$ cat config.mk
export PLATFORM = sky130hd
export DESIGN_NAME = battery_level_estimator
export DESIGN_NICKNAME = d
export VERILOG_FILES = /design/src/ble_pkg.sv /design/src/ble_div.sv /design/src/battery_level_estimator.sv
export VERILOG_INCLUDE_DIRS = /design/src /design/src/src
export SDC_FILE = /design/constraint.sdc
export NUM_CORES = 2
export LEC_CHECK = 0
export ABC_CLOCK_PERIOD_IN_PS = 12500
export BUFFER_PORTS_ARGS = -buffer_cell sky130_fd_sc_hd__clkbuf_2
export CORE_MARGIN = 2
export CORE_UTILIZATION = 40
export DETAILED_ROUTE_END_ITERATION = 10
export GPL_ROUTABILITY_DRIVEN = 0
export HOLD_SLACK_MARGIN = 0.08
export SLEW_MARGIN = 20
export SYNTH_ARGS = -nofsm -noshare
export SYNTH_HDL_FRONTEND = slang
export SYNTH_HIERARCHICAL = 1
export SYNTH_SLANG_ARGS = --single-unit
$ cat constraint.sdc
create_clock -name i_clk -period 12.5 [get_ports i_clk]
set_input_delay 1.25 -clock i_clk [delete_from_list [all_inputs] [get_ports i_clk]]
set_output_delay 1.25 -clock i_clk [all_outputs]
set_load 0.02 [all_outputs]
$ cat src/battery_level_estimator_assert.svh
// Assertion macros for the battery level estimator.
`ifndef BATTERY_LEVEL_ESTIMATOR_ASSERT_SVH
`define BATTERY_LEVEL_ESTIMATOR_ASSERT_SVH
`ifndef SYNTHESIS
`define BLE_ASSERT_IMP(label, clk, rst_n, ante, cons, msg) \
    label: assert property (@(posedge clk) disable iff (!rst_n) (ante) |-> (cons)) \
        else $error(msg);
`define BLE_ASSERT_NXT(label, clk, rst_n, ante, cons, msg) \
    label: assert property (@(posedge clk) disable iff (!rst_n) (ante) |=> (cons)) \
        else $error(msg);
`else
`define BLE_ASSERT_IMP(label, clk, rst_n, ante, cons, msg)
`define BLE_ASSERT_NXT(label, clk, rst_n, ante, cons, msg)
`endif
`endif

$ cat src/ble_pkg.sv
// ----------------------------------------------------------------------------
// ble_pkg
// Shared constants, types and the Li-ion voltage table.
// ----------------------------------------------------------------------------
package ble_pkg;
    localparam logic [1:0] MODE_OFF  = 2'd0;
    localparam logic [1:0] MODE_REAL = 2'd1;
    localparam logic [1:0] MODE_SIM  = 2'd2;

    localparam logic [2:0] REG_MODE   = 3'd0;
    localparam logic [2:0] REG_SIMLVL = 3'd1;
    localparam logic [2:0] REG_BLEND  = 3'd2;
    localparam logic [2:0] REG_WEIGHT = 3'd3;
    localparam logic [2:0] REG_CAL    = 3'd4;
    localparam logic [2:0] REG_SMOOTH = 3'd5;

    localparam logic [3:0] FLAG_CHG = 4'h1;
    localparam logic [3:0] FLAG_DIS = 4'h2;
    localparam logic [3:0] FLAG_AC  = 4'h4;

    localparam logic [15:0] MV_LO_USE  = 16'd2500;
    localparam logic [15:0] MV_HI      = 16'd4500;
    localparam logic [15:0] MV_LO_CAL  = 16'd3000;

    // divider request / reply
    typedef struct packed {
        logic        start;
        logic [31:0] num;
        logic [15:0] den;
    } t_div_req;

    typedef struct packed {
        logic        done;
        logic [31:0] quo;
    } t_div_rsp;

    function automatic logic [15:0] liion_mv(input logic [3:0] i);
        case (i)
            4'd0: liion_mv = 16'd3000;
            4'd1: liion_mv = 16'd3300;
            4'd2: liion_mv = 16'd3400;
            4'd3: liion_mv = 16'd3500;
            4'd4: liion_mv = 16'd3600;
            4'd5: liion_mv = 16'd3700;
            4'd6: liion_mv = 16'd3800;
            4'd7: liion_mv = 16'd3900;
            4'd8: liion_mv = 16'd4000;
            4'd9: liion_mv = 16'd4100;
            default: liion_mv = 16'd4200;
        endcase
    endfunction

    function automatic logic [6:0] liion_pct(input logic [3:0] i);
        case (i)
            4'd0: liion_pct = 7'd0;
            4'd1: liion_pct = 7'd3;
            4'd2: liion_pct = 7'd6;
            4'd3: liion_pct = 7'd10;
            4'd4: liion_pct = 7'd18;
            4'd5: liion_pct = 7'd32;
            4'd6: liion_pct = 7'd48;
            4'd7: liion_pct = 7'd65;
            4'd8: liion_pct = 7'd82;
            4'd9: liion_pct = 7'd93;
            default: liion_pct = 7'd100;
        endcase
    endfunction
endpackage

$ cat src/ble_div.sv
// ----------------------------------------------------------------------------
// ble_div
// Restoring divider, one quotient bit per cycle, 32 by 16 bits.
// ----------------------------------------------------------------------------
module ble_div (
    input  logic              i_clk,
    input  logic              i_rst_n,
    input  ble_pkg::t_div_req i_req,
    output ble_pkg::t_div_rsp o_rsp
);
    import ble_pkg::*;

    logic        r_busy, n_busy;
    logic [5:0]  r_cnt, n_cnt;
    logic [31:0] r_quo, n_quo;
    logic [16:0] r_rem, n_rem;
    logic [15:0] r_den, n_den;
    logic        r_done, n_done;
    logic [16:0] w_sh;

    assign w_sh = {r_rem[15:0], r_quo[31]};

    // one shift-subtract step per cycle
    always_comb begin
        n_busy = r_busy;
        n_cnt  = r_cnt;
        n_quo  = r_quo;
        n_rem  = r_rem;
        n_den  = r_den;
        n_done = 1'b0;
        if (i_req.start) begin
            n_busy = 1'b1;
            n_cnt  = 6'd32;
            n_quo  = i_req.num;
            n_rem  = '0;
            n_den  = i_req.den;
        end else if (r_busy) begin
            if (w_sh >= {1'b0, r_den}) begin
                n_rem = w_sh - {1'b0, r_den};
                n_quo = {r_quo[30:0], 1'b1};
            end else begin
                n_rem = w_sh;
                n_quo = {r_quo[30:0], 1'b0};
            end
            n_cnt = r_cnt - 6'd1;
            if (r_cnt == 6'd1) begin
                n_busy = 1'b0;
                n_done = 1'b1;
            end
        end
    end

    always_ff @(posedge i_clk) begin
        if (!i_rst_n) begin
            r_busy <= 1'b0;
            r_cnt  <= '0;
            r_done <= 1'b0;
        end else begin
            r_busy <= n_busy;
            r_cnt  <= n_cnt;
            r_done <= n_done;
        end
        r_quo <= n_quo;
        r_rem <= n_rem;
        r_den <= n_den;
    end

    assign o_rsp.done = r_done;
    assign o_rsp.quo  = r_quo;
endmodule

$ cat src/battery_level_estimator.sv
// Simulated mode and the blend-off path go straight to the final steps; with the blend on,
// the voltage is interpolated on the Li-ion table or, with calibration, on the gathered and
// sorted anchors, and the divider may be used.
// One transaction at a time; the next is accepted in the cycle after the result leaves.
// Synchronous active-low reset clears the configuration, the persistent state and the
// sequencer; the working registers are not reset.
// ----------------------------------------------------------------------------
// battery_level_estimator
// Per-tick battery percent, runtime and flags from status byte and voltage.
// ----------------------------------------------------------------------------
`include "battery_level_estimator_assert.svh"
module battery_level_estimator #(
    parameter int ANCHOR_COUNT = 11
) (
    input  logic        i_clk,
    input  logic        i_rst_n,
    input  logic        i_cfg_we,
    input  logic [2:0]  i_cfg_index,
    input  logic [7:0]  i_cfg_data,
    input  logic        s_axis_tvalid,
    output logic        s_axis_tready,
    // [7:0] status_byte, [23:8] supply_mv
    input  logic [23:0] s_axis_tdata,
    // [0] voltage_fresh
    input  logic        s_axis_tuser,
    output logic        m_axis_tvalid,
    input  logic        m_axis_tready,
    // [6:0] remaining_pct, [19:7] runtime_min, [23:20] status_flags
    output logic [23:0] m_axis_tdata,
    // [0] anchors_changed
    output logic        m_axis_tuser
);
    import ble_pkg::*;

    localparam int AW = $clog2(ANCHOR_COUNT);
    // counter also walks the 11-point Li-ion table, so never narrower than 4 bits
    localparam int CW = ($clog2(ANCHOR_COUNT + 1) < 4) ? 4 : $clog2(ANCHOR_COUNT + 1);

    localparam logic [3:0] S_IDLE   = 4'd0;
    localparam logic [3:0] S_ANC    = 4'd1;
    localparam logic [3:0] S_COL    = 4'd2;
    localparam logic [3:0] S_SORT   = 4'd3;
    localparam logic [3:0] S_SCAN   = 4'd4;
    localparam logic [3:0] S_TAB    = 4'd5;
    localparam logic [3:0] S_DIVW   = 4'd6;
    localparam logic [3:0] S_BLEND  = 4'd7;
    localparam logic [3:0] S_BDIV   = 4'd8;
    localparam logic [3:0] S_FIN    = 4'd9;
    localparam logic [3:0] S_OUT    = 4'd10;
    localparam logic [3:0] S_DEMO   = 4'd11;

    // configuration
    logic [1:0] r_mode;
    logic [7:0] r_simlvl, r_weight;
    logic       r_blend, r_cal, r_smooth;

    // persistent state
    logic [15:0] r_anc [ANCHOR_COUNT];
    logic [15:0] r_vcache;
    logic [6:0]  r_slvl;
    logic        r_seeded;
    logic [9:0]  r_demo;

    // working registers
    logic [3:0]  r_st;
    logic [7:0]  r_b;
    logic [3:0]  r_lvl10;
    logic [15:0] r_v;
    logic [15:0] r_pm [ANCHOR_COUNT];
    logic [3:0]  r_pp [ANCHOR_COUNT];
    logic [CW-1:0] r_n;
    logic [CW-1:0] r_i, r_j;
    logic [6:0]  r_base;
    logic        r_neg;
    logic [6:0]  r_vp;
    logic [6:0]  r_lvl;
    logic [15:0] r_bnum;
    logic        r_chg;
    logic        r_changed;
    logic [23:0] r_odata;
    logic        r_ouser, r_ovalid;

    t_div_req r_div_req;
    t_div_rsp w_rsp;

    ble_div u_div (.i_clk(i_clk), .i_rst_n(i_rst_n), .i_req(r_div_req), .o_rsp(w_rsp));

    logic        w_acc;
    logic [7:0]  w_b;
    logic [3:0]  w_st, w_l10;
    logic [15:0] w_mv;
    logic        w_fresh;
    assign w_acc   = s_axis_tvalid && s_axis_tready;
    assign w_b     = s_axis_tdata[7:0];
    assign w_mv    = s_axis_tdata[23:8];
    assign w_fresh = s_axis_tuser;
    assign w_st    = w_b[7:4];
    assign w_l10   = (w_b[3:0] > 4'd10) ? 4'd10 : w_b[3:0];

    assign s_axis_tready = (r_st == S_IDLE) && !r_ovalid;
    assign m_axis_tvalid = r_ovalid;
    assign m_axis_tdata  = r_odata;
    assign m_axis_tuser  = r_ouser;

    // EMA step on the selected anchor
    logic [15:0] w_aold;
    logic signed [17:0] w_d, w_step;
    logic [15:0] w_anew;
    assign w_aold = r_anc[r_lvl10[AW-1:0]];
    assign w_d    = $signed({2'b00, r_v}) - $signed({2'b00, w_aold});
    assign w_step = w_d[17] ? -((-w_d + 18'sd4) >>> 3) : ((w_d + 18'sd4) >>> 3);
    assign w_anew = (w_aold == 16'd0) ? r_v : (w_aold + w_step[15:0]);

    // sort compare (insertion sort, adjacent swap)
    logic [CW-1:0] w_jm1;
    assign w_jm1 = r_j - CW'(1);

    // blend multiply-add
    logic [6:0]  w_lp;
    logic [15:0] w_bnum;
    assign w_lp   = 7'(r_lvl10 * 4'd10);
    assign w_bnum = 16'(r_vp * r_weight) + 16'(w_lp * (8'd100 - r_weight)) + 16'd50;

    // divide by 100 as reciprocal multiply, exact up to the largest blend sum
    logic [28:0] w_bq;
    assign w_bq = 29'(r_bnum * 13'd5243);

    // demo ramp step, divide by 10 as reciprocal multiply
    logic [9:0]  w_dm5;
    logic [17:0] w_dq;
    assign w_dm5 = r_demo - 10'd5;
    assign w_dq  = 18'(w_dm5 * 8'd205);

    // clamp and smoothing
    logic [6:0] w_tgt;
    logic signed [8:0] w_sd, w_ss, w_nx;
    assign w_tgt = (r_lvl > 7'd100) ? 7'd100 : ((r_lvl < 7'd5) ? 7'd5 : r_lvl);
    assign w_sd  = $signed({2'b00, w_tgt}) - $signed({2'b00, r_slvl});
    always_comb begin
        w_ss = w_sd[8] ? -((-w_sd + 9'sd3) >>> 2) : ((w_sd + 9'sd3) >>> 2);
        if (w_ss == 9'sd0) w_ss = w_sd[8] ? -9'sd1 : 9'sd1;
        w_nx = $signed({2'b00, r_slvl}) + w_ss;
    end

    logic [6:0] w_sim;
    assign w_sim = (r_simlvl > 8'd100) ? 7'd100 :
                   ((r_simlvl < 8'd5) ? 7'd5 : r_simlvl[6:0]);

    logic [CW-1:0] w_im1;
    assign w_im1 = r_i - CW'(1);

    always_ff @(posedge i_clk) begin
        r_div_req.start <= 1'b0;
        if (!i_rst_n) begin
            r_mode <= MODE_REAL; r_simlvl <= 8'd100; r_blend <= 1'b0;
            r_weight <= 8'd50; r_cal <= 1'b0; r_smooth <= 1'b0;
            for (int k = 0; k < ANCHOR_COUNT; k++) r_anc[k] <= '0;
            r_vcache <= '0; r_slvl <= 7'd100; r_seeded <= 1'b0; r_demo <= 10'd1000;
            r_st <= S_IDLE; r_ovalid <= 1'b0;
        end else begin
            if (i_cfg_we) begin
                unique case (i_cfg_index)
                    REG_MODE:   r_mode   <= i_cfg_data[1:0];
                    REG_SIMLVL: r_simlvl <= i_cfg_data;
                    REG_BLEND:  r_blend  <= i_cfg_data[0];
                    REG_WEIGHT: r_weight <= i_cfg_data;
                    REG_CAL:    r_cal    <= i_cfg_data[0];
                    REG_SMOOTH: r_smooth <= i_cfg_data[0];
                    default: ;
                endcase
            end
            if (r_ovalid && m_axis_tready) r_ovalid <= 1'b0;
            unique case (r_st)
                S_IDLE: if (w_acc) begin
                    r_b <= w_b; r_lvl10 <= w_l10; r_v <= w_mv;
                    r_changed <= 1'b0;
                    r_chg <= (w_st == 4'd1) || (w_st == 4'd2);
                    if (r_mode == MODE_SIM) begin
                        r_lvl <= w_sim;
                        r_st <= S_DEMO;
                    end else if (r_mode != MODE_OFF && w_b != 8'd0) begin
                        if (!r_blend) begin
                            r_vcache <= '0;
                            r_lvl <= 7'(w_l10 * 4'd10);
                            r_st <= S_FIN;
                        end else begin
                            r_i <= '0; r_n <= '0;
                            if (w_fresh) r_vcache <= w_mv;
                            if (w_fresh && r_cal && w_mv >= MV_LO_CAL && w_mv <= MV_HI
                                && 32'(w_l10) < ANCHOR_COUNT)
                                r_st <= S_ANC;
                            else
                                r_st <= S_COL;
                        end
                    end
                end
                S_ANC: begin
                    r_anc[r_lvl10[AW-1:0]] <= w_anew;
                    r_changed <= 1'b1;
                    r_v <= r_vcache;
                    r_st <= S_COL;
                    r_i <= '0; r_n <= '0;
                end
                S_COL: begin
                    // gather valid anchors one per cycle
                    r_v <= r_vcache;
                    if (r_vcache == 16'd0) begin
                        r_lvl <= 7'(r_lvl10 * 4'd10);
                        r_st <= S_FIN;
                    end else if (!r_cal) begin
                        r_i <= CW'(1);
                        r_st <= S_TAB;
                    end else if (r_i == CW'(ANCHOR_COUNT)) begin
                        if (r_n >= CW'(2)) begin
                            r_i <= CW'(1); r_j <= CW'(1); r_st <= S_SORT;
                        end else begin
                            r_i <= CW'(1); r_st <= S_TAB;
                        end
                    end else begin
                        if (r_anc[r_i[AW-1:0]] >= MV_LO_USE && r_anc[r_i[AW-1:0]] <= MV_HI)
                        begin
                            r_pm[r_n[AW-1:0]] <= r_anc[r_i[AW-1:0]];
                            r_pp[r_n[AW-1:0]] <= r_i[3:0];
                            r_n <= r_n + CW'(1);
                        end
                        r_i <= r_i + CW'(1);
                    end
                end
                S_SORT: begin
                    if (r_i >= r_n) begin
                        r_i <= CW'(1); r_st <= S_SCAN;
                    end else if (r_j != '0 && r_pm[w_jm1[AW-1:0]] > r_pm[r_j[AW-1:0]]) begin
                        r_pm[w_jm1[AW-1:0]] <= r_pm[r_j[AW-1:0]];
                        r_pm[r_j[AW-1:0]]   <= r_pm[w_jm1[AW-1:0]];
                        r_pp[w_jm1[AW-1:0]] <= r_pp[r_j[AW-1:0]];
                        r_pp[r_j[AW-1:0]]   <= r_pp[w_jm1[AW-1:0]];
                        r_j <= w_jm1;
                    end else begin
                        r_i <= r_i + CW'(1);
                        r_j <= r_i + CW'(1);
                    end
                end
                S_SCAN: begin
                    if (r_v <= r_pm[0]) begin
                        r_vp <= 7'(r_pp[0] * 4'd10); r_st <= S_BLEND;
                    end else if (r_v >= r_pm[w_im1[AW-1:0] + AW'(r_n - r_i)]) begin
                        r_vp <= 7'(r_pp[AW'(r_n - CW'(1))] * 4'd10); r_st <= S_BLEND;
                    end else if (r_v <= r_pm[r_i[AW-1:0]]) begin
                        r_base <= 7'(r_pp[w_im1[AW-1:0]] * 4'd10);
                        if (r_pm[r_i[AW-1:0]] == r_pm[w_im1[AW-1:0]]) begin
                            r_vp <= 7'(r_pp[w_im1[AW-1:0]] * 4'd10); r_st <= S_BLEND;
                        end else begin
                            r_neg <= r_pp[r_i[AW-1:0]] < r_pp[w_im1[AW-1:0]];
                            r_div_req.start <= 1'b1;
                            r_div_req.num <= 32'(r_v - r_pm[w_im1[AW-1:0]]) *
                                ((r_pp[r_i[AW-1:0]] < r_pp[w_im1[AW-1:0]]) ?
                                 32'(7'(r_pp[w_im1[AW-1:0]] * 4'd10)
                                     - 7'(r_pp[r_i[AW-1:0]] * 4'd10)) :
                                 32'(7'(r_pp[r_i[AW-1:0]] * 4'd10)
                                     - 7'(r_pp[w_im1[AW-1:0]] * 4'd10)));
                            r_div_req.den <= r_pm[r_i[AW-1:0]] - r_pm[w_im1[AW-1:0]];
                            r_st <= S_DIVW;
                        end
                    end else begin
                        r_i <= r_i + CW'(1);
                    end
                end
                S_TAB: begin
                    if (r_v <= liion_mv(4'd0)) begin
                        r_vp <= liion_pct(4'd0); r_st <= S_BLEND;
                    end else if (r_v >= liion_mv(4'd10)) begin
                        r_vp <= liion_pct(4'd10); r_st <= S_BLEND;
                    end else if (r_v <= liion_mv(r_i[3:0])) begin
                        r_neg <= 1'b0;
                        r_base <= liion_pct(r_i[3:0] - 4'd1);
                        r_div_req.start <= 1'b1;
                        r_div_req.num <= 32'(r_v - liion_mv(r_i[3:0] - 4'd1)) *
                            32'(liion_pct(r_i[3:0]) - liion_pct(r_i[3:0] - 4'd1));
                        r_div_req.den <= liion_mv(r_i[3:0]) - liion_mv(r_i[3:0] - 4'd1);
                        r_st <= S_DIVW;
                    end else begin
                        r_i <= r_i + CW'(1);
                    end
                end
                S_DIVW: if (w_rsp.done) begin
                    r_vp <= r_neg ? 7'(r_base - w_rsp.quo[6:0]) : 7'(r_base + w_rsp.quo[6:0]);
                    r_st <= S_BLEND;
                end
                S_BLEND: begin
                    if (r_weight >= 8'd100) begin
                        r_lvl <= r_vp; r_st <= S_FIN;
                    end else if (r_weight == 8'd0) begin
                        r_lvl <= w_lp; r_st <= S_FIN;
                    end else begin
                        r_bnum <= w_bnum;
                        r_st <= S_BDIV;
                    end
                end
                S_BDIV: begin
                    r_lvl <= w_bq[25:19];
                    r_st <= S_FIN;
                end
                S_FIN: begin
                    if (r_smooth) begin
                        if (!r_seeded) begin
                            r_seeded <= 1'b1; r_slvl <= w_tgt; r_lvl <= w_tgt;
                        end else if (r_slvl != w_tgt) begin
                            if ((w_nx < $signed({2'b00, w_tgt})) == !w_sd[8]) begin
                                r_slvl <= w_nx[6:0]; r_lvl <= w_nx[6:0];
                            end else begin
                                r_slvl <= w_tgt; r_lvl <= w_tgt;
                            end
                        end else r_lvl <= r_slvl;
                    end else begin
                        r_slvl <= w_tgt; r_seeded <= 1'b0; r_lvl <= w_tgt;
                    end
                    r_st <= S_OUT;
                end
                S_DEMO: begin
                    if (r_simlvl == 8'd100) begin
                        if (r_demo > 10'd700) begin
                            r_demo <= w_dm5;
                            r_lvl <= w_dq[17:11];
                        end else begin
                            r_lvl <= 7'd70;
                        end
                    end
                    r_chg <= (r_b != 8'd0) && r_chg;
                    r_st <= S_OUT;
                end
                S_OUT: begin
                    r_odata <= {(r_chg ? (FLAG_CHG | FLAG_AC) : FLAG_DIS),
                                13'(r_lvl * 6'd60), r_lvl};
                    r_ouser <= r_changed;
                    r_ovalid <= 1'b1;
                    r_st <= S_IDLE;
                end
                default: r_st <= S_IDLE;
            endcase
        end
    end

    `BLE_ASSERT_IMP(a_busy_not_ready, i_clk, i_rst_n, r_st != S_IDLE, !s_axis_tready, "ready while busy")
    `BLE_ASSERT_NXT(a_out_after_seq, i_clk, i_rst_n, r_st == S_OUT, m_axis_tvalid, "no result after output step")
    `BLE_ASSERT_IMP(a_pct_range, i_clk, i_rst_n, m_axis_tvalid, m_axis_tdata[6:0] <= 7'd100 && m_axis_tdata[6:0] >= 7'd5, "percent out of range")
endmodule
# Word-level counts from Yosys, hierarchy flattened
# Memory sizes are Yosys's and may differ from the RTL's. A register that Yosys moved wholly into a read port is not among the register bits.
# Cells that the tools add are included.
classes:
  addsub: 34
  n_mul: 13
  n_lt_le_gt_ge: 24
  n_eq_ne: 59
  mux: 191
  bitwise_logic: 5
  reduce_logical: 64
op_table:
  columns: ["operator", "n"]
  rows:
  - ["16-bit two-way mux", 27]
  - ["49-bit two-way mux", 7]
  - ["7-bit two-way mux", 41]
  - ["4-bit two-way mux", 54]
  - ["49-bit one-hot mux with 2 select lines", 1]
  - ["32-bit two-way mux", 3]
  - ["16-bit by 16-bit subtractor with 17-bit output", 3]
  - ["16-bit less-or-equal comparator", 3]
  - ["16-bit subtractor", 3]
  - ["2-bit != test (second input constant)", 23]
  - ["7-bit one-hot mux with 6 select lines", 1]
  - ["4-bit one-hot mux with 10 select lines", 1]
  - ["1-bit two-way mux", 39]
  - ["4-bit by 3-bit multiplier with 6-bit output (second input constant)", 6]
  - ["16-bit by 12-bit greater-or-equal comparator with 1-bit output (second input constant)", 2]
  - ["16-bit by 13-bit less-or-equal comparator with 1-bit output (second input constant)", 2]
  - ["16-bit zero test", 2]
  - ["17-bit by 32-bit multiplier with 32-bit output", 1]
  - ["16-bit one-hot mux with 2 select lines", 1]
  - ["16-bit OR reduction", 2]
  - ["7-bit by 7-bit subtractor with 8-bit output", 4]
  - ["9-bit two-way mux", 3]
  - ["16-bit by 13-bit multiplier with 26-bit output (second input constant)", 1]
  - ["17-bit by 8-bit multiplier with 25-bit output", 1]
  - ["95 further kinds", 159]
word_totals:
  regBits: 284
  mem_bits_rw: 396
  mem_bits_ro: 1040
  input_bits: 41
  out_inout_bits: 27
  wordCells: 437
  mem_count: 10
mem_list:
  columns: ["name", "depth", "word_bits", "read_ports", "rd_ports_with_merged_regs", "wr", "line_no", "rtl"]
  rows:
  - ["(no name shown)", 16, 11, 1, 1, 0, "ble_pkg.sv:38", "case (i)"]
  - ["(no name shown)", 16, 11, 1, 0, 0, "ble_pkg.sv:38", null]
  - ["(no name shown)", 16, 11, 1, 1, 0, "ble_pkg.sv:38", null]
  - ["(no name shown)", 16, 11, 1, 0, 0, "ble_pkg.sv:38", null]
  - ["r_anc", 11, 16, 2, 2, 11, "battery_level_estimator.sv:58", "logic [15:0] r_anc [ANCHOR_COUNT];"]
  - ["r_pm", 11, 16, 6, 2, 2, "battery_level_estimator.sv:69", "logic [15:0] r_pm [ANCHOR_COUNT];"]
  - ["4 more memories", null, null, null, null, null, null, null]

# Depth between registers and ports, before layout
depth:
  word_depth: 18
  ltp_mapped: 51
  mapped_depth_nobuf: 44

# Cells and area by module
# The synthesis kept the hierarchy.
by_module_without_submodules:
  columns: ["mod", "instances", "cells_each", "area_each_um2", "seq_area_each_um2"]
  rows:
  - ["battery_level_estimator", 1, 6944, 71489.8, 20399.6]
  - ["ble_div", 1, 355, 3925.0, 1921.8]

# Worst setup path after synthesis
# OpenSTA, ideal clock, no wires.
synth_timing:
  kind: "register to register"
  startpoint: "register r_i[0]"
  endpoint: "register r_div_req[46] (netlist bit), data pin"
  setup_ns: 0.273
  arrival_time_ns: 11.302
  required_ns: 12.227
  setup_slack_ns: 0.925
  path_stages_with_launch: 46
  path_buffers: 6
  synth_period_minus_slack_ns: 11.575
  path_cell_list: "edfxtp_1 > clkbuf_1 > buf_1 > inv_1 > ha_1 > clkbuf_1 > clkbuf_1 > clkbuf_1 > clkbuf_1 > mux4_2 > mux2i_1 > o21ai_0 > ha_1 > inv_1 > fa_1 > a21o_1 > a21oi_1 > o21ai_0 > (+10 left out) > fa_1 > inv_1 > fa_1 > fa_1 > fa_1 > inv_1 > fa_1 > inv_1 > ha_1 > nand2_1 > or2_2 > o21ai_0 > o211ai_1 > a21boi_0 > a31oi_1 > o21ai_0 > o21ai_0 > o2bb2ai_1"
synth_between:
  elab_chain_len: 13
  word_cells_on_any_way: 33
  classes_between: "add/sub (6); mul (3); order compare (1); mux (19); memory (4)"
synth_lines:
  columns: ["item", "line_no", "rtl"]
  rows:
  - ["from (decl)", "battery_level_estimator.sv:72", "logic [CW-1:0] r_i, r_j;"]
  - ["from (signal assigned)", "battery_level_estimator.sv:226", "r_i <= r_i + CW'(1);"]
  - ["from (signal assigned)", "battery_level_estimator.sv:239", "r_i <= r_i + CW'(1);"]
  - ["from (signal assigned)", "battery_level_estimator.sv:265", "r_i <= r_i + CW'(1);"]
  - ["4-bit by 1-bit subtractor with 4-bit output *", "battery_level_estimator.sv:150, battery_level_estimator.sv:277, battery_level_estimator.sv:278", null]
  - ["branches (longest 11 deep; another with 17-bit by 32-bit multiplier with 32-bit output)", null, null]
  - ["49-bit one-hot mux with 2 select lines *", "battery_level_estimator.sv:173", "unique case (r_st)"]
  - ["to (decl)", "battery_level_estimator.sv:83", "t_div_req r_div_req;"]
# Every way passes the cells marked *. The select of a mux whose other input is x is not followed.
# A chain may end at the register's enable or synchronous reset.

# Worst setup path in the final report
layout_timing:
  startpoint: "register r_i[1]"
  endpoint: "register r_div_req[46] (netlist bit), data pin"
# Same word-level chain as after synthesis.

==> qor.txt <==
Status: finished clean
Total Routing Usage GR: 24.6%
Wirelength, routed: 238000 µm
Worst-Skew Late Latency: 810 ps
TNS Setup: 0 ps
Synth warnings: 6
Num ports: 68
Setup repair after global routing missed its margin: no
Post-synth EDFFs: 656
Slew @ Worst Pin: 1210 ps
Crit-path leading delay family: adder cells
DIE WIDTH: 438 µm
Kind of critical path: reg2reg
Final core occ: 43.7%
Worst relative slew slack: 18.3%
Most used DFF post-synth: edfxtp_1
Max Cap Viol: 0
Total gr overflow: 0
Clk_skew: 90.6 ps
CTS H-Tree Depth: 3
Antenna Violating Nets Remaining: 0
Minimum clock period: 11750 ps
CTS buffer count: 89
Crit-path slowest cell: ha_4
Vias/cell: 5.85
Nets: 8372
WL met2: 105000 µm
Area after DPL: 78600 µm²
# clock sinks: 787
Layout cells sized above 1: 13.4%
First-pass GRT wire length: 358000 µm
Synthesized flop and latch total: 787
Met3 WL: 23900 µm
Worst reg2reg setup slack: 750 ps
DR top layer: met5
Critical path launch point type: flip-flop
Area grow syn2layout: 8.60%
Core Area: 188000 µm²
Post-synthesis cell area: 75400 µm²
Worst Path Required: 12950 ps
Distinct cell type count after synthesis: 117
Row count: 159
Worst hold slack: 414 ps
Sequential-to-total area share from yosys stat: 29.6%
Initial Utilization: 40.2%
Hold Vio Cnt, Final: 0
# setup viols final: 0
Syn Area/Cell: 10.3 µm²
Hold buffers post-CTS: 0
Max Fclk: 85.1 MHz
Max FO, Critical Path: 48
Vias in the first global route: 56700
Pins Over Slew Limit: 0
CP Capture Type: flip-flop
Cell area after layout: 81900 µm²
Initial antenna violation count: 18
Routed WL per cell: 24.2 µm
DP HPWL: 174000 µm
Hold Crit Class: reg2reg
1st-iter DRT viols: 6103
CTS tree: built
DIE AREA: 192000 µm²
Root buffer cell: clkbuf_16
Crit share post-route: 94.0%
DRT met1 WL: 97300 µm
Async S/R FF share, synth: 0%
Largest net degree at the start of global routing: 63
Port buffer count: 64
Critical path arrival: 12200 ps
TritonRoute pass-1 iters: 10
Chip height: 438 µm
Crit-path most repeated cell: fa_1
Total number of vias: 57389
Mapped Cells: 7299
CP bufs+invs: 6
CTS Buffer Depth: 3
CP peak stage delay: 760 ps
Clk pin slew, worst setup/hold paths: 70 ps
Drc violations: 0
[final timing paths]
check,from,to,depth (start not counted)
worst max-delay path,r_i[1]$_DFFE_PP_,r_div_req[46]$_DFFE_PP_,38
worst min-delay path,r_div_req[13]$_DFFE_PP_,u_div/r_den[13]$_DFFE_PP_,0
worst max register to register,r_i[1]$_DFFE_PP_,r_div_req[46]$_DFFE_PP_,38
worst min register to register,r_div_req[13]$_DFFE_PP_,u_div/r_den[13]$_DFFE_PP_,0
[worst register-to-register path, delay by kind of cell (launching register included)]
family | cells | cell delay, ps
fa+ha+maj | 9 | 4970
buf+inv | 6 | 1050
xor+xnor | 1 | 210
mux | 1 | 360
compound gates | 15 | 3230
simple gates | 6 | 1050
flops | 1 | 580
[area by class of cell]
cell class | instances | area, µm²
multi-input combinational | 5285 | 48700
clock buffer | 116 | 2440
sequential | 787 | 22300
clock inverter | 49 | 691
tap | 2495 | 3120
inverter | 876 | 3290
antenna | 9 | 22.5
fill | 17666 | 106000
timing repair buffer | 198 | 1340
[metal layers]
layer	vias up	track usage (%)
met5	-	0
met4	4	11.0
met3	554	6.27
met2	2779	37.6
met1	28475	32.8
li1	25577	-
[cell usage in the layout, fill, tap and decap left out, drive strengths merged, types with 26 or more instances in the layout]
cell    count
edfxtp    656
inv       868
mux2      128
clkinv     43
a31oi      27
xor2       77
nor2      683
nand4      34
and3       26
o21ai     310
o21a       43
and2       99
a21o       86
mux4      375
nand3      85
nor2b      73
o21bai     32
nand2b     72
clkbuf    179
o31ai      29
nand2     656
or3        31
ha        615
nor3       79
buf       135
nor4       28
mux2i     205
o211ai     26
dfxtp     131
xnor2     197
a21oi     437
fa        479
a21boi     50
o22ai      33
a211oi     51
[cells in the mapped netlist, types with 72 or more instances]
master      n  share of area, %
a21o_1     86              0.86
mux2_2    128               1.9
ha_1      615                10
nand2_1   656               3.3
inv_1     859               4.3
fa_1      479                13
nor2_1    682               3.4
a21oi_1   431               2.9
mux2i_1   205               2.7
nand2b_1   72              0.60
nor3_1     78              0.52
dfxtp_1   131               3.5
o21ai_0   284               1.9
clkbuf_1  255               1.3
xor2_1     76              0.88
edfxtp_1  656                26
nor2b_1    73              0.61
nand3_1    85              0.56
and2_1     97              0.80
mux4_2    375                11
xnor2_1   196               2.3
[kinds of logic after synthesis]
family                     Yosys count  share of synthesized area [%]
and+or+nand+nor                   1935                           11.6
AOI/OAI and AO/OA                 1270                           10.6
buffers and inverters             1229                           6.27
adders and majority gates         1095                           22.9
DFF                                787                           29.6
muxes                              708                           15.8
xor gates and xnor gates           274                           3.20
other                                1                        0.00497
[flip-flops by register name, summed over array words and instances, names as in the netlist, 19 cells and up, named ones only]
| register | flops |
|---|---|
| r_anc | 256 |
| u_div/r_quo | 32 |
| r_pm | 176 |
| r_pp | 44 |
| m_axis_tdata | 19 |
| r_div_req | 49 |
[stage by stage]
step                cells  setup slack [ps]
floorplan            7301               925
global placement     9640               725
detailed placement   9640               455
CTS                  9805               413
global route         9814              69.2
finish               9815               748
[timing repair]
action	4_1_cts	5_1_grt
endpoints found under the setup margin	0	8
gates resized for setup	0	5
setup buffers	0	0
endpoints found under the hold margin	0	0
Power is not shown: default switching activity piles up to over one toggle a cycle in this logic, so the estimate is an artifact.
